--- config.mk ---
export PLATFORM = sky130hd
export DESIGN_NAME = round_robin_task_scheduler
export DESIGN_NICKNAME = d
export VERILOG_FILES = /design/src/rtl/core/rrts_pkg.sv /design/src/rtl/core/rrts_front.sv /design/src/rtl/core/rrts_queue.sv /design/src/rtl/core/rrts_back.sv /design/src/rtl/core/round_robin_task_scheduler.sv
export SDC_FILE = /design/constraint.sdc
export NUM_CORES = 1
export LEC_CHECK = 0
export BUFFER_PORTS_ARGS = -buffer_cell sky130_fd_sc_hd__buf_2
export CAP_MARGIN = 20
export CORE_MARGIN = 8
export CORE_UTILIZATION = 35
export CTS_CLUSTER_DIAMETER = 80
export DETAILED_ROUTE_END_ITERATION = 7
export PLACE_DENSITY = 0.52
export SETUP_SLACK_MARGIN = 0.02
export SLEW_MARGIN = 5
export SYNTH_ARGS = -nofsm -noshare
export SYNTH_HDL_FRONTEND = slang
export SYNTH_SLANG_ARGS = --single-unit
export TNS_END_PERCENT = 100
--- constraint.sdc ---
create_clock -name clock -period 6.71 [get_ports clock]
set_input_delay 0.3355 -clock clock [delete_from_list [all_inputs] [get_ports clock]]
set_output_delay 0.3355 -clock clock [all_outputs]
set_load 0.005 [all_outputs]
--- src/rtl/core/rrts_pkg.sv ---
// Shared types and constants of the round-robin task scheduler.
`timescale 1ns / 1ps
`default_nettype none

package rrts_pkg;

   localparam logic [2:0] REQ_CREATE = 3'd0;
   localparam logic [2:0] REQ_SELECT = 3'd1;
   localparam logic [2:0] REQ_DELAY  = 3'd2;
   localparam logic [2:0] REQ_ENTER  = 3'd3;
   localparam logic [2:0] REQ_EXIT   = 3'd4;
   localparam logic [2:0] REQ_PEND   = 3'd5;

   localparam logic [1:0] TS_READY   = 2'd0;
   localparam logic [1:0] TS_RUNNING = 2'd1;
   localparam logic [1:0] TS_BLOCKED = 2'd2;

   localparam logic [7:0]  NEST_MAX  = 8'd255;
   localparam logic [31:0] SWITCH_ADVANCE = 32'd32;

   typedef enum logic [2:0] {
      OP_CREATE,
      OP_SELECT,
      OP_DELAY,
      OP_ENTER,
      OP_EXIT,
      OP_PEND,
      OP_NONE
   } op_type;

   typedef enum logic [2:0] {
      B_IDLE,
      B_SAVE,
      B_SCAN,
      B_PICK,
      B_LOAD,
      B_EXEC,
      B_RESP
   } back_state_type;

   typedef struct packed {
      op_type      op;
      logic [2:0]  task_index;
      logic [1:0]  task_state;
      logic [15:0] time_slice;
      logic [31:0] delay_ticks;
      logic [31:0] stack_addr;
   } job_type;

   typedef struct packed {
      logic push;
      logic pop;
      logic full;
      logic empty;
   } queue_ctrl_type;

endpackage

`default_nettype wire

--- src/rtl/core/rrts_front.sv ---
// Front end: accepts requests, decodes them and queues them as jobs.
`timescale 1ns / 1ps
`default_nettype none

module rrts_front #(
   parameter int NUM_TASKS   = 8,
   parameter int STACK_WORDS = 256
) (
   input  wire logic          req_valid,
   output logic               req_stall,
   input  wire logic [2:0]    req_type,
   input  wire logic [2:0]    req_task_index,
   input  wire logic [1:0]    req_task_state,
   input  wire logic [15:0]   req_time_slice,
   input  wire logic [31:0]   req_delay_ticks,
   input  wire logic [31:0]   req_stack_addr,
   input  wire logic          queue_full,
   output logic               push,
   output rrts_pkg::job_type  push_job
);

   localparam logic [31:0] STACK_OFFSET = 32'(STACK_WORDS * 4 - 64);

   logic index_ok;

   assign req_stall = queue_full;
   assign push      = req_valid && !queue_full;
   assign index_ok  = 32'(req_task_index) < NUM_TASKS;

   always_comb begin
      push_job.task_index  = req_task_index;
      push_job.task_state  = req_task_state;
      push_job.time_slice  = req_time_slice;
      push_job.delay_ticks = req_delay_ticks;
      push_job.stack_addr  = req_stack_addr;
      push_job.op          = rrts_pkg::OP_NONE;
      unique case (req_type)
         rrts_pkg::REQ_CREATE: begin
            push_job.stack_addr = req_stack_addr + STACK_OFFSET;
            push_job.op = index_ok ? rrts_pkg::OP_CREATE : rrts_pkg::OP_NONE;
         end
         rrts_pkg::REQ_SELECT: push_job.op = rrts_pkg::OP_SELECT;
         rrts_pkg::REQ_DELAY:  push_job.op = rrts_pkg::OP_DELAY;
         rrts_pkg::REQ_ENTER:  push_job.op = rrts_pkg::OP_ENTER;
         rrts_pkg::REQ_EXIT:   push_job.op = rrts_pkg::OP_EXIT;
         rrts_pkg::REQ_PEND:   push_job.op = rrts_pkg::OP_PEND;
         default:              push_job.op = rrts_pkg::OP_NONE;
      endcase
   end

endmodule

`default_nettype wire

--- src/rtl/core/rrts_queue.sv ---
// Two-entry job queue between the front end and the back end.
`timescale 1ns / 1ps
`default_nettype none

module rrts_queue (
   input  wire logic                  clock,
   input  wire logic                  reset,
   input  wire rrts_pkg::job_type     push_job,
   output rrts_pkg::job_type          head_job,
   input  wire logic                  push,
   input  wire logic                  pop,
   output logic                       full,
   output logic                       empty
);

   rrts_pkg::job_type slot_ff [2];
   logic       wr_ptr_ff, wr_ptr_in;
   logic       rd_ptr_ff, rd_ptr_in;
   logic [1:0] count_ff, count_in;

   assign full     = count_ff == 2'd2;
   assign empty    = count_ff == 2'd0;
   assign head_job = slot_ff[rd_ptr_ff];

   always_comb begin
      wr_ptr_in = push ? ~wr_ptr_ff : wr_ptr_ff;
      rd_ptr_in = pop ? ~rd_ptr_ff : rd_ptr_ff;
      count_in  = count_ff + 2'(push) - 2'(pop);
   end

   always_ff @(posedge clock) begin
      if (reset) begin
         wr_ptr_ff <= 1'b0;
         rd_ptr_ff <= 1'b0;
         count_ff  <= 2'd0;
      end else begin
         wr_ptr_ff <= wr_ptr_in;
         rd_ptr_ff <= rd_ptr_in;
         count_ff  <= count_in;
      end
   end

   always_ff @(posedge clock) begin
      if (push) begin
         slot_ff[wr_ptr_ff] <= push_job;
      end
   end

endmodule

`default_nettype wire

--- src/rtl/core/rrts_back.sv ---
// Back end: runs queued jobs against the task table and drives the result register.
`timescale 1ns / 1ps
`default_nettype none

module rrts_back #(
   parameter int NUM_TASKS = 8
) (
   input  wire logic                  clock,
   input  wire logic                  reset,
   input  wire logic                  csr_valid,
   input  wire logic [2:0]            csr_start_task,
   input  wire rrts_pkg::job_type     head_job,
   input  wire logic                  queue_empty,
   output logic                       pop,
   output logic                       rsp_valid,
   input  wire logic                  rsp_stall,
   output logic [2:0]                 rsp_current_task,
   output logic [31:0]                rsp_next_stack,
   output logic [15:0]                rsp_time_left,
   output logic [7:0]                 rsp_critical_count,
   output logic                       rsp_pend_trigger
);

   localparam int IW = $clog2(NUM_TASKS);
   localparam logic [IW-1:0] IDLE_TASK = IW'(NUM_TASKS - 1);
   localparam logic [IW-1:0] LAST_SCAN = IW'(NUM_TASKS - 2);
   localparam logic [IW:0]   WORK_TASKS = (IW + 1)'(NUM_TASKS - 1);

   rrts_pkg::back_state_type fsm_ff, fsm_in;
   rrts_pkg::job_type        job_ff, job_in;

   logic [1:0]    state_ff [NUM_TASKS];
   logic [1:0]    state_in [NUM_TASKS];
   logic [31:0]   stack_mem_ff [NUM_TASKS];
   logic [15:0]   slice_mem_ff [NUM_TASKS];
   logic [15:0]   left_mem_ff [NUM_TASKS];
   logic [31:0]   delay_mem_ff [NUM_TASKS];
   logic [NUM_TASKS-1:0] stack_vld_ff, slice_vld_ff, left_vld_ff;

   logic [IW-1:0] cur_ff, cur_in;
   logic [IW-1:0] scan_ff, scan_in;
   logic [IW-1:0] cnt_ff, cnt_in;
   logic [7:0]    nest_ff, nest_in;
   logic          pend_ff, pend_in;
   logic          trig_ff, trig_in;
   logic [31:0]   res_sp_ff, res_sp_in;
   logic [15:0]   res_left_ff, res_left_in;

   logic          stack_we, slice_we, left_we, delay_we;
   logic [IW-1:0] stack_waddr, slice_waddr, delay_waddr;
   logic [31:0]   stack_wdata;
   logic          pick_re, left_re;
   logic [31:0]   stack_rd_ff;
   logic [15:0]   slice_rd_ff, left_rd_ff;
   logic          stack_rd_vld_ff, slice_rd_vld_ff, left_rd_vld_ff;

   logic [31:0]   picked_sp;
   logic [15:0]   picked_slice;
   logic [IW-1:0] create_idx;
   logic [IW-1:0] scan_next, cur_next;
   logic [7:0]    nest_dec;
   logic          out_load;

   logic          rsp_valid_ff, rsp_valid_in;
   logic [2:0]    rsp_task_ff;
   logic [31:0]   rsp_sp_ff;
   logic [15:0]   rsp_left_ff, rsp_left_in;
   logic [7:0]    rsp_nest_ff;
   logic          rsp_trig_ff;

   function automatic logic [IW-1:0] next_work(input logic [IW-1:0] idx);
      logic [IW:0] n;
      n = {1'b0, idx} + (IW + 1)'(1);
      if (n >= WORK_TASKS) begin
         n = n - WORK_TASKS;
      end
      if (n >= WORK_TASKS) begin
         n = n - WORK_TASKS;
      end
      return n[IW-1:0];
   endfunction

   assign create_idx   = IW'(job_ff.task_index);
   assign scan_next    = next_work(scan_ff);
   assign cur_next     = next_work(cur_ff);
   assign picked_sp    = stack_rd_vld_ff ? stack_rd_ff : 32'd0;
   assign picked_slice = slice_rd_vld_ff ? slice_rd_ff : 16'd0;
   assign nest_dec     = (nest_ff == 8'd0) ? 8'd0 : nest_ff - 8'd1;
   assign out_load     = (fsm_ff == rrts_pkg::B_RESP) && (!rsp_valid_ff || !rsp_stall);

   always_comb begin
      fsm_in      = fsm_ff;
      job_in      = job_ff;
      state_in    = state_ff;
      cur_in      = cur_ff;
      scan_in     = scan_ff;
      cnt_in      = cnt_ff;
      nest_in     = nest_ff;
      pend_in     = pend_ff;
      trig_in     = trig_ff;
      res_sp_in   = res_sp_ff;
      res_left_in = res_left_ff;
      pop         = 1'b0;
      stack_we    = 1'b0;
      stack_waddr = cur_ff;
      stack_wdata = job_ff.stack_addr;
      slice_we    = 1'b0;
      slice_waddr = create_idx;
      left_we     = 1'b0;
      delay_we    = 1'b0;
      delay_waddr = cur_ff;
      pick_re     = 1'b0;
      left_re     = 1'b0;

      unique case (fsm_ff)
         rrts_pkg::B_IDLE: begin
            if (!queue_empty) begin
               pop       = 1'b1;
               job_in    = head_job;
               trig_in   = 1'b0;
               res_sp_in = 32'd0;
               fsm_in    = (head_job.op == rrts_pkg::OP_SELECT) ? rrts_pkg::B_SAVE
                                                                : rrts_pkg::B_EXEC;
            end
         end
         rrts_pkg::B_SAVE: begin
            stack_we = 1'b1;
            if (state_ff[cur_ff] == rrts_pkg::TS_RUNNING) begin
               state_in[cur_ff] = rrts_pkg::TS_READY;
            end
            scan_in = cur_next;
            cnt_in  = '0;
            fsm_in  = rrts_pkg::B_SCAN;
         end
         rrts_pkg::B_SCAN: begin
            priority if (state_ff[scan_ff] == rrts_pkg::TS_READY) begin
               fsm_in = rrts_pkg::B_PICK;
            end else if (cnt_ff == LAST_SCAN) begin
               scan_in = IDLE_TASK;
               fsm_in  = rrts_pkg::B_PICK;
            end else begin
               scan_in = scan_next;
               cnt_in  = cnt_ff + IW'(1);
            end
         end
         rrts_pkg::B_PICK: begin
            cur_in            = scan_ff;
            state_in[scan_ff] = rrts_pkg::TS_RUNNING;
            pick_re           = 1'b1;
            fsm_in            = rrts_pkg::B_LOAD;
         end
         rrts_pkg::B_LOAD: begin
            left_we     = 1'b1;
            stack_we    = 1'b1;
            stack_waddr = cur_ff;
            stack_wdata = picked_sp + rrts_pkg::SWITCH_ADVANCE;
            res_sp_in   = picked_sp;
            res_left_in = picked_slice;
            fsm_in      = rrts_pkg::B_RESP;
         end
         rrts_pkg::B_EXEC: begin
            left_re = 1'b1;
            unique case (job_ff.op)
               rrts_pkg::OP_CREATE: begin
                  state_in[create_idx] = job_ff.task_state;
                  slice_we    = 1'b1;
                  delay_we    = 1'b1;
                  delay_waddr = create_idx;
                  stack_we    = 1'b1;
                  stack_waddr = create_idx;
               end
               rrts_pkg::OP_DELAY: begin
                  delay_we         = 1'b1;
                  state_in[cur_ff] = rrts_pkg::TS_BLOCKED;
                  trig_in          = 1'b1;
               end
               rrts_pkg::OP_ENTER: begin
                  if (nest_ff != rrts_pkg::NEST_MAX) begin
                     nest_in = nest_ff + 8'd1;
                  end
               end
               rrts_pkg::OP_EXIT: begin
                  nest_in = nest_dec;
                  if (nest_dec == 8'd0 && pend_ff) begin
                     pend_in = 1'b0;
                     trig_in = 1'b1;
                  end
               end
               rrts_pkg::OP_PEND: pend_in = 1'b1;
               default: ;
            endcase
            fsm_in = rrts_pkg::B_RESP;
         end
         rrts_pkg::B_RESP: begin
            if (out_load) begin
               fsm_in = rrts_pkg::B_IDLE;
            end
         end
         default: fsm_in = rrts_pkg::B_IDLE;
      endcase

      if (csr_valid) begin
         cur_in = (32'(csr_start_task) < NUM_TASKS) ? IW'(csr_start_task) : IDLE_TASK;
      end
   end

   always_comb begin
      rsp_valid_in = rsp_valid_ff && rsp_stall;
      if (out_load) begin
         rsp_valid_in = 1'b1;
      end
      if (job_ff.op == rrts_pkg::OP_SELECT) begin
         rsp_left_in = res_left_ff;
      end else begin
         rsp_left_in = left_rd_vld_ff ? left_rd_ff : 16'd0;
      end
   end

   always_ff @(posedge clock) begin
      if (reset) begin
         fsm_ff       <= rrts_pkg::B_IDLE;
         nest_ff      <= 8'd0;
         pend_ff      <= 1'b0;
         rsp_valid_ff <= 1'b0;
         stack_vld_ff <= '0;
         slice_vld_ff <= '0;
         left_vld_ff  <= '0;
         for (int i = 0; i < NUM_TASKS; i++) begin
            state_ff[i] <= rrts_pkg::TS_READY;
         end
         cur_ff       <= '0;
      end else begin
         fsm_ff       <= fsm_in;
         cur_ff       <= cur_in;
         nest_ff      <= nest_in;
         pend_ff      <= pend_in;
         rsp_valid_ff <= rsp_valid_in;
         state_ff     <= state_in;
         if (stack_we) begin
            stack_vld_ff[stack_waddr] <= 1'b1;
         end
         if (slice_we) begin
            slice_vld_ff[slice_waddr] <= 1'b1;
         end
         if (left_we) begin
            left_vld_ff[cur_ff] <= 1'b1;
         end
      end
   end

   always_ff @(posedge clock) begin
      job_ff      <= job_in;
      scan_ff     <= scan_in;
      cnt_ff      <= cnt_in;
      trig_ff     <= trig_in;
      res_sp_ff   <= res_sp_in;
      res_left_ff <= res_left_in;
      if (out_load) begin
         rsp_task_ff <= 3'(cur_ff);
         rsp_sp_ff   <= res_sp_ff;
         rsp_left_ff <= rsp_left_in;
         rsp_nest_ff <= nest_ff;
         rsp_trig_ff <= trig_ff;
      end
   end

   always_ff @(posedge clock) begin
      if (stack_we) begin
         stack_mem_ff[stack_waddr] <= stack_wdata;
      end
      if (slice_we) begin
         slice_mem_ff[slice_waddr] <= job_ff.time_slice;
      end
      if (left_we) begin
         left_mem_ff[cur_ff] <= picked_slice;
      end
      if (delay_we) begin
         delay_mem_ff[delay_waddr] <= job_ff.delay_ticks;
      end
      if (pick_re) begin
         stack_rd_ff     <= stack_mem_ff[scan_ff];
         stack_rd_vld_ff <= stack_vld_ff[scan_ff];
         slice_rd_ff     <= slice_mem_ff[scan_ff];
         slice_rd_vld_ff <= slice_vld_ff[scan_ff];
      end
      if (left_re) begin
         left_rd_ff     <= left_mem_ff[cur_ff];
         left_rd_vld_ff <= left_vld_ff[cur_ff];
      end
   end

   assign rsp_valid          = rsp_valid_ff;
   assign rsp_current_task   = rsp_task_ff;
   assign rsp_next_stack     = rsp_sp_ff;
   assign rsp_time_left      = rsp_left_ff;
   assign rsp_critical_count = rsp_nest_ff;
   assign rsp_pend_trigger   = rsp_trig_ff;

endmodule

`default_nettype wire

--- src/rtl/core/round_robin_task_scheduler.sv ---
// Top level of the round-robin task scheduler.
`timescale 1ns / 1ps
`default_nettype none

// The scheduler takes one request per transfer and returns exactly one result per request,
// in order. For a select request the back end saves the running task's stack, then does a
// one-entry-per-cycle scan over the work tasks' states followed by a read of the chosen task's
// stack and slice memories and a write-back of its stack and time-left memories. A two-entry
// queue lets requests be accepted while the back end works, and the result register lets the
// next job run while a finished result waits. The start task write port is always ready and
// is to be used only while the scheduler has no request in flight.
module round_robin_task_scheduler #(
   parameter int NUM_TASKS   = 8,
   parameter int STACK_WORDS = 256
) (
   input  wire logic        clock,
   input  wire logic        reset,
   input  wire logic        csr_valid,
   output logic             csr_ready,
   input  wire logic [2:0]  csr_start_task,
   input  wire logic        req_valid,
   output logic             req_stall,
   input  wire logic [2:0]  req_type,
   input  wire logic [2:0]  req_task_index,
   input  wire logic [1:0]  req_task_state,
   input  wire logic [15:0] req_time_slice,
   input  wire logic [31:0] req_delay_ticks,
   input  wire logic [31:0] req_stack_addr,
   output logic             rsp_valid,
   input  wire logic        rsp_stall,
   output logic [2:0]       rsp_current_task,
   output logic [31:0]      rsp_next_stack,
   output logic [15:0]      rsp_time_left,
   output logic [7:0]       rsp_critical_count,
   output logic             rsp_pend_trigger
);

   rrts_pkg::job_type        push_job, head_job;
   rrts_pkg::queue_ctrl_type qc;

   assign csr_ready = 1'b1;

   rrts_front #(
      .NUM_TASKS   (NUM_TASKS),
      .STACK_WORDS (STACK_WORDS)
   ) u_front (
      .req_valid       (req_valid),
      .req_stall       (req_stall),
      .req_type        (req_type),
      .req_task_index  (req_task_index),
      .req_task_state  (req_task_state),
      .req_time_slice  (req_time_slice),
      .req_delay_ticks (req_delay_ticks),
      .req_stack_addr  (req_stack_addr),
      .queue_full      (qc.full),
      .push            (qc.push),
      .push_job        (push_job)
   );

   rrts_queue u_queue (
      .clock    (clock),
      .reset    (reset),
      .push_job (push_job),
      .head_job (head_job),
      .push     (qc.push),
      .pop      (qc.pop),
      .full     (qc.full),
      .empty    (qc.empty)
   );

   rrts_back #(
      .NUM_TASKS (NUM_TASKS)
   ) u_back (
      .clock              (clock),
      .reset              (reset),
      .csr_valid          (csr_valid && csr_ready),
      .csr_start_task     (csr_start_task),
      .head_job           (head_job),
      .queue_empty        (qc.empty),
      .pop                (qc.pop),
      .rsp_valid          (rsp_valid),
      .rsp_stall          (rsp_stall),
      .rsp_current_task   (rsp_current_task),
      .rsp_next_stack     (rsp_next_stack),
      .rsp_time_left      (rsp_time_left),
      .rsp_critical_count (rsp_critical_count),
      .rsp_pend_trigger   (rsp_pend_trigger)
   );

endmodule

`default_nettype wire

==> out/qor.csv, run 1 <==
metric,value,unit
wl,89.28,mm
htree_levels,3,
drt_first_iter_violations,1656,
yosys-mux-area-fraction,0.04406,
synthArstFlopShare,0,
drc_errors,0,
initial_core_util,0.3522,
switching_share,0.2812,
synthFlopType,edfxtp_1,
peakVddDrop,0.1833,mV
path_class,reg -> reg,
synthSimpleGateAreaFrac,0.07838,
hold_end,u_back.cur_ff[2]$_SDFFE_PP0P_,
hold-path-cell-count,3,
layout-drive-gt1-share,0.1916,
fmax,0.2624,GHz
nFillCells,9154,
synthAdderAreaFrac,0.007332,
antenna_found_initial,2,
reg2reg_slack,2.90,ns
synth_edf_count,862,
finalCriticalPeriod,3.812,ns
dieHeight,336.0,um
status,"finished, final reports clean",
yosysWarnings,0,
synth_seq_cells,923,
required,7.04,ns
fin_crit_sh,0.5681,
antenna_cells,0,
fin_nets,2539,
maxCapViolCount,0,
hp-class,in -> reg,
grt_first_pass_wirelength,132.8,mm
syn_area_per_cell,16.03,um2
post-route-util,0.4118,
startpoint_type,flop,
clkSinkCount,923,
ios,159,
portBuffers,125,
setup-violations-final,0,
max_stage_delay,0.87,ns
final_common_cell,edfxtp_1,
max_slew.worst_pin.slew,1.098,ns
cpMaxStageDelayCell,o21ai_0,
p_per_area,376.3,nW/um2
first_global_vias,20970,
num_rows,117,
grt_overflow,0,
yosysSeqAreaShare,0.7563,
cts_setup_buffers,0,
syn_to_final_growth,16.89,%
cts_max_path_buffers,3,
clk_latency,0.66,ns
design.core.area,101700,um2
finalSetupTns,0,ns
slew_headroom,0.2677,
timing.rr.end,u_back.stack_mem_ff[7][12]$_DFFE_PP_,
arrival,4.14,ns
placed_area,38310,um2
synth_cell_types,78,
path_clk_slew,0.06,ns
rsz0062_at_grt,false,
root_buffer,clkbuf_16,
layout_common_cells,"862 x edfxtp_1, 209 x a22oi_1, 162 x nand2_1",
grt_max_degree,57,
firstDrtPassIters,6,
synth_xor_area_frac,0.01344,
post-dp-hpwl,50.29,mm
die_w,336.0,um
netlist_area,35840,um2
clock_skew,0.02773,ns
internal_power,0.01133,W
whs,0.03460,ns
grt_util_all_layers,0.1538,
cts_tree,built,
synth_top_family_by_area,compound AO/OA/AOI/OAI gates,
syn_inst,2235,
routabilityCongestion,0.8622,
rr_worst_depth,6,
final_max_slew_viol_count,0,
crit_path_end_kind,flop,
hold_violations,0,
p_leak,13.62,nW
final_cell_area,41890,um2
cp_max_fo,49,
routed_via_density,5.265,
p_sw,0.004432,W
seq_power_share,0.502,
wl_per_cell,23.05,um
vias,20390,
die-area,112900,um2
cts.repair.resized,0,
postRouteAntennaNets,0,
synth_nets,2352,
crit_top_cell,buf_4,
synth_compound_area_frac,0.08285,
combPwrFrac,0.167,
worstPathCellList,or3b_2 > buf_4 > inv_1 > buf_4 > nand2_1 > o21ai_0,
clockPowerShare,0.332,
hp-start,csr_valid,
cts_buffers,97,
r2r_start,u_back.fsm_ff[2]$_SDFFE_PP0P_,
-- synth_stat cells (8+ instances only) --
master / count / area share
ha_1: 21 / 0.0073
buf_2: 9 / 0.0013
nor4_1: 14 / 0.0024
mux2i_1: 16 / 0.0045
nand2_1: 162 / 0.017
dfxtp_1: 61 / 0.034
or3_1: 10 / 0.0017
xnor2_1: 36 / 0.0088
edfxtp_1: 862 / 0.72
o221ai_1: 8 / 0.0020
o21ai_0: 43 / 0.0060
inv_1: 28 / 0.0029
nand3_1: 32 / 0.0045
or2_2: 9 / 0.0016
and3_1: 10 / 0.0017
nor2_1: 113 / 0.012
and2_1: 48 / 0.0084
a22oi_1: 209 / 0.044
nor2b_1: 11 / 0.0019
xor2_1: 19 / 0.0046
clkbuf_1: 110 / 0.012
o22ai_1: 14 / 0.0024
o21a_1: 17 / 0.0036
nor3_1: 28 / 0.0039
mux4_2: 34 / 0.021
mux2_2: 58 / 0.018
nand4_1: 64 / 0.011
a21oi_1: 43 / 0.0060
-- layout make-up --
class,count,area [um2],share of cell area
multi-input combinational,1152,8315,0.1985
sequential,923,27110,0.6472
timing repair buffer,217,1479,0.03530
clock inverter,61,559.3,0.01335
clock buffer,121,2599,0.06203
tap,1368,1712,0.04086
inverter,31,117.6,0.002807
-- worst max path at each step --
stage	from	endpoint	slack [ns]
2_1_floorplan	u_back.fsm_ff[2]$_SDFFE_PP0P_	u_queue.count_ff[1]$_SDFF_PP0_	2.11
3_3_place_gp	u_back.fsm_ff[2]$_SDFFE_PP0P_	u_back.stack_mem_ff[4][9]$_DFFE_PP_	3.05
3_5_place_dp	u_back.fsm_ff[2]$_SDFFE_PP0P_	u_back.stack_mem_ff[5][9]$_DFFE_PP_	2.92
4_1_cts	u_back.fsm_ff[2]$_SDFFE_PP0P_	u_back.stack_mem_ff[3][14]$_DFFE_PP_	2.87
5_1_grt	u_back.fsm_ff[2]$_SDFFE_PP0P_	u_back.stack_mem_ff[3][10]$_DFFE_PP_	2.68
6_report	u_back.fsm_ff[2]$_SDFFE_PP0P_	u_back.stack_mem_ff[7][12]$_DFFE_PP_	2.90
-- per-stage QoR --
step	total power [W]	setup slack (ns)	std cells
2_1_floorplan	0.009508	2.110	2235
5_1_grt	0.01640	2.681	3873
3_5_place_dp	0.01065	2.919	3649
6_report	0.01576	2.898	3873
4_1_cts	0.01593	2.865	3870
3_3_place_gp	0.01056	3.050	3646
-- layer usage --
metal / share of wire / wire length (um) / track usage
met5: 0 / 0 / 0
met4: 0.026 / 2343 / 0.05006
met3: 0.061 / 5421 / 0.02883
met2: 0.48 / 42830 / 0.2571
met1: 0.43 / 38690 / 0.2021
-- worst max-delay path: cells and delay by family, from the launching register on --
kind                   cells  cell delay, ns
buffers and inverters      3            0.87
DFF                        1            0.57
AOI/OAI and AO/OA          1            0.87
and+or+nand+nor            2            1.14
-- registers in the layout, indices dropped and copies added (netlist names), 16 cells and up, named ones only --
name and cells:
u_back.slice_rd_ff 16, u_back.res_sp_ff 32, u_back.state_ff 16, u_back.job_ff 53
u_back.stack_rd_ff 32, u_back.slice_mem_ff 128, u_back.left_mem_ff 128, u_back.left_rd_ff 16
u_back.rsp_next_stack 32, u_back.res_left_ff 16, u_back.rsp_time_left 16, u_back.stack_mem_ff 256
u_queue.slot_ff 112
-- kinds of logic after synthesis --
group,after synthesis
AND/OR/NAND/NOR,553
XOR/XNOR,55
buffers and inverters,160
adder cells (fa/ha/maj),21
other,1
AO/OA/AOI/OAI,414
multiplexers,108
flip-flops,923
-- timing repair --
item | in CTS | in global routing
setup endpoints to repair | 0 | 0
hold endpoints to repair | 70 | 0
hold buffers | 39 | 0
-- power by group through the flow --
stage	sequential [W]	combinational, W	clock [W]
5_1_grt	0.00797	0.00285	0.00557
3_5_place_dp	0.00803	0.00262	0
2_1_floorplan	0.00784	0.00167	0
3_3_place_gp	0.00800	0.00256	0
6_report	0.00791	0.00263	0.00523
4_1_cts	0.00791	0.00265	0.00536
No activity file was read; power rests on OpenSTA's default activity.
==> inputs of run 2 (changes only) <==
--- a/config.mk
+++ b/config.mk
@@ -11,7 +11,7 @@
 export CORE_UTILIZATION = 35
 export CTS_CLUSTER_DIAMETER = 80
 export DETAILED_ROUTE_END_ITERATION = 7
-export PLACE_DENSITY = 0.52
+export PLACE_DENSITY = 0.54
 export SETUP_SLACK_MARGIN = 0.02
 export SLEW_MARGIN = 5
 export SYNTH_ARGS = -nofsm -noshare
==> constraint.sdc (replaced) <==
create_clock -name clock -period 3.2 [get_ports clock]
set_input_delay 0.16 -clock clock [delete_from_list [all_inputs] [get_ports clock]]
set_output_delay 0.16 -clock clock [all_outputs]
set_load 0.005 [all_outputs]
==> out/qor.csv, run 2 (same netlist as run 1, synthesis figures left out) <==
metric,value,unit
multiInputGateArea,8249,um2
final_common_cell,edfxtp_1,
top_layer,met4,
startpoint_type,flop,
cts_max_path_buffers,3,
fin_nets,2605,
arrival,3.28,ns
first_global_vias,21140,
largest_register_ffs,256,
wl_met1,38.73,mm
reg2reg_slack,0.27,ns
fmax,0.3412,GHz
cts.repair.resized,0,
maxCapViolCount,0,
postRouteAntennaNets,0,
clock_skew,0.02203,ns
routabilityCongestion,0.8304,
finalCriticalPeriod,2.931,ns
slew_headroom,0.3173,
nFillCells,9113,
reg.largest.list,"u_back.stack_mem_ff: 256 flops, u_back.left_mem_ff: 128 flops, u_back.slice_mem_ff: 128 flops",
rsz0062_at_grt,false,
required,3.55,ns
clkSinkCount,923,
wl_per_cell,22.92,um
fin_crit_sh,0.9158,
layout_common_cells,"862 x edfxtp_1, 209 x a22oi_1, 162 x nand2_1",
clk_latency,0.66,ns
grt_util_all_layers,0.1564,
dp.cells,3690,
initial_core_util,0.3522,
antenna_cells,0,
post-dp-hpwl,53.83,mm
crit_path_end_kind,flop,
hold_violations,0,
antenna_found_initial,2,
p_per_area,777.8,nW/um2
whs,0.1359,ns
grt_overflow,0,
ios,159,
peakVddDrop,0.4434,mV
fin_cells,3932,
cp_max_fo,8,
finalSetupTns,0,ns
cts_tree,built,
drt_first_iter_violations,1648,
fin_ws,0.2693,ns
path_class,reg -> reg,
die_w,336.0,um
routed_via_density,5.233,
regMostFlops,u_back.stack_mem_ff,
dieHeight,336.0,um
portBuffers,125,
cts_buffers,96,
design.core.area,101700,um2
die-area,112900,um2
firstDrtPassIters,6,
htree_levels,3,
p_leak,13.92,nW
setup-violations-final,0,
layout-drive-gt1-share,0.1907,
route.met2.wl,42.78,mm
wl_met3,5.680,mm
syn_to_final_growth,18.63,%
path_clk_slew,0.06,ns
wl,90.13,mm
root_buffer,clkbuf_16,
max_slew.worst_pin.slew,1.020,ns
hp-class,in -> reg,
num_rows,117,
regArea,27110,um2
status,"finished, final reports clean",
place_ws,0.3820,ns
final_max_slew_viol_count,0,
grt_first_pass_wirelength,134.5,mm
vias,20580,
drc_errors,0,
grt_max_degree,58,
==> run 2: cell count changes in the layout (fill, tap and decap cells not counted), moves of 5 or more <==
cell,delta
buf_12,+22
buf_4,+21
clkbuf_8,-6
clkinv_1,+13
clkinv_2,-9
dlygate4sd3_1,+29
nor2_1,+8
nor2_2,-5
==> run 2: stage by stage <==
stage            util  instance area [um2]  power [W]
2_1_floorplan       -                35860    0.01992
3_5_place_dp   0.3812                38780    0.02257
5_1_grt        0.4179                42510    0.03445
3_3_place_gp   0.3812                38780    0.02239
4_1_cts        0.4179                42510    0.03340
6_report       0.4179                42510    0.03307
==> run 2: layout make-up <==
| class | count | area share |
|---|---|---|
| clock inverter | 59 | 0.01204 |
| sequential | 923 | 0.6377 |
| multi-input combinational | 1152 | 0.1940 |
| timing repair buffer | 284 | 0.05356 |
| tap | 1368 | 0.04026 |
| inverter | 31 | 0.002737 |
| clock buffer | 115 | 0.05969 |
==> run 2: critical path: stages (launching register included) <==
cell and delay, ns:
edfxtp_1 0.45, and2_1 0.25, ha_1 0.21, nand3_1 0.16, or3_1 0.52, nor4_1 0.40, xnor2_1 0.11, o21ai_1 0.52
==> run 2: what timing repair did <==
| item | CTS | global route |
|---|---|---|
| hold buffers | 68 | 0 |
| hold endpoints to repair | 117 | 0 |
| setup buffers | 0 | 0 |
==> run 2: final timing paths <==
kind	depth (start not counted)	startpoint	to
worst min-delay path	3	reset	u_queue.wr_ptr_ff$_SDFFE_PP0P_
worst max-delay path	7	u_back.stack_rd_vld_ff$_DFFE_PP_	u_back.stack_mem_ff[3][27]$_DFFE_PP_
worst min register to register	0	u_back.res_sp_ff[4]$_SDFFCE_PN0P_	u_back.rsp_next_stack[4]$_DFFE_PP_
worst max register to register	7	u_back.stack_rd_vld_ff$_DFFE_PP_	u_back.stack_mem_ff[3][27]$_DFFE_PP_
==> run 2: where the power goes <==
| part | switching [W] | total, W | internal, W |
|---|---|---|---|
| sequential | 0.000789 | 0.0166 | 0.0158 |
| clock | 0.00451 | 0.0107 | 0.00622 |
| combinational | 0.00385 | 0.00577 | 0.00191 |
| total | 0.00915 | 0.0331 | 0.0239 |
==> run 2: layer usage <==
layer | vias to the layer above | GRT usage
met4 | 0 | 0.05780
met3 | 157 | 0.03396
met2 | 646 | 0.2556
li1 | 9319 | -
met1 | 10450 | 0.2050
met5 | - | 0
==> inputs of run 3 (changes only) <==
--- a/config.mk
+++ b/config.mk
@@ -12,6 +12,7 @@
 export CTS_CLUSTER_DIAMETER = 80
 export DETAILED_ROUTE_END_ITERATION = 7
 export PLACE_DENSITY = 0.54
+export REMOVE_ABC_BUFFERS = 1
 export SETUP_SLACK_MARGIN = 0.02
 export SLEW_MARGIN = 5
 export SYNTH_ARGS = -nofsm -noshare
==> out/qor.csv, run 3 (same netlist as run 1, synthesis figures left out) <==
metric,value,unit
root_buffer,clkbuf_16,
antenna_cells,0,
fin_ws,0.3547,ns
final_max_slew_viol_count,0,
placed_area,38660,um2
dp.cells,3675,
dieHeight,336.0,um
postRouteAntennaNets,0,
grt_max_degree,52,
p_leak,13.84,nW
slew_headroom,0.4230,
routabilityCongestion,0.8055,
final_common_cell,edfxtp_1,
startpoint_type,flop,
required,3.62,ns
place_ws,0.2846,ns
largest_register_ffs,256,
regMostFlops,u_back.stack_mem_ff,
layout-drive-gt1-share,0.1904,
die-area,112900,um2
post-route-util,0.4169,
ios,159,
drt_first_iter_violations,1721,
first_global_vias,20650,
wl_per_cell,23.34,um
post-dp-hpwl,53.52,mm
peakVddDrop,0.4409,mV
hp-class,in -> reg,
wl,91.51,mm
rr_worst_depth,7,
final_cell_area,42420,um2
arrival,3.27,ns
fin_crit_sh,0.8892,
clk_latency,0.66,ns
die_w,336.0,um
clock_skew,0.03447,ns
grt_first_pass_wirelength,134.3,mm
p_per_area,780.7,nW/um2
crit_path_end_kind,flop,
max_slew.worst_pin.slew,0.8565,ns
cts_buffers,96,
reg.largest.list,"u_back.stack_mem_ff: 256 flops, u_back.left_mem_ff: 128 flops, u_back.slice_mem_ff: 128 flops",
total_power,0.03312,W
num_rows,117,
fin_nets,2592,
maxCapViolCount,0,
syn_to_final_growth,18.37,%
htree_levels,3,
grt_overflow,0,
finalCriticalPeriod,2.845,ns
design.core.area,101700,um2
hold_violations,0,
clkSinkCount,923,
portBuffers,125,
status,"finished, final reports clean",
drc_errors,0,
hold-path-cell-count,4,
grt_util_all_layers,0.1567,
fmax,0.3515,GHz
cts_tree,built,
vias,20480,
setup-violations-final,0,
antenna_found_initial,5,
firstDrtPassIters,5,
layout_common_cells,"862 x edfxtp_1, 209 x a22oi_1, 162 x nand2_1",
routed_via_density,5.224,
initial_core_util,0.3522,
cts_max_path_buffers,3,
path_class,reg -> reg,
path_clk_slew,0.06,ns
rsz0062_at_grt,false,
cp_max_fo,17,
fin_cells,3921,
[run 3: cell count changes in the layout (fill, tap and decap cells not counted), sizes merged]
| cell | delta |
|---|---|
| dlygate4sd3 | +1 |
| clkinv | -12 |
| bufinv | -1 |
| clkinvlp | +2 |
| inv | +4 |
| buf | -14 |
| clkbuf | +9 |
[run 3: layout make-up]
class,count,area (um2)
Sequential cell,923,27110
Multi-Input combinational cell,1152,8268
Tap cell,1368,1712
Fill cell,9083,59320
Timing Repair Buffer,271,2170
Clock buffer,124,2527
Clock inverter,52,518.0
Inverter,31,116.4
[run 3: what timing repair did]
action | 4_1_cts | 5_1_grt
hold endpoints to repair | 118 | 0
hold buffers | 69 | 0
buffers inserted | 0 | 0
resized for setup | 0 | 1
endpoints found under the setup margin | 0 | 8
[run 3: per-layer routing]
metal  vias to the layer above  track usage  part of all wire
met2                       679       0.2583              0.48
met1                     10390       0.2168              0.44
met5                         -            0           0.00014
met4                         2      0.04014             0.018
li1                       9293            -                 -
met3                       121      0.02452             0.060
[run 3: power breakdown]
part           switching, W  internal, W  leakage [nW]
sequential         0.000813       0.0158          8.39
clock               0.00464      0.00612          1.48
combinational       0.00387      0.00189          3.98
[run 3: metrics by stage]
step | hold WS, ns | setup TNS, ns
floorplan | 0.2279 | -339.28
global placement | 0.3483 | 0
detailed placement | 0.3537 | 0
CTS | 0.04456 | 0
global route | 0.07362 | 0
finish | 0.07866 | 0
[run 3: path summary, 6_finish.rpt]
path	to	slack [ns]	startpoint
worst max-delay path	u_back.stack_mem_ff[5][28]$_DFFE_PP_	0.35	u_back.stack_rd_vld_ff$_DFFE_PP_
worst min-delay path	u_back.stack_vld_ff[0]$_SDFFE_PP0P_	0.08	reset
worst max register to register	u_back.stack_mem_ff[5][28]$_DFFE_PP_	0.35	u_back.stack_rd_vld_ff$_DFFE_PP_
worst min register to register	u_back.rsp_next_stack[4]$_DFFE_PP_	0.41	u_back.res_sp_ff[4]$_SDFFCE_PN0P_
[run 3: worst max-delay path: stages, from the launching register on]
cell	delay (ns)
edfxtp_1	0.41
buf_4	0.28
nand3_1	0.16
or4_1	0.47
nor4_1	0.47
buf_4	0.22
nand4_1	0.19
mux2i_2	0.42
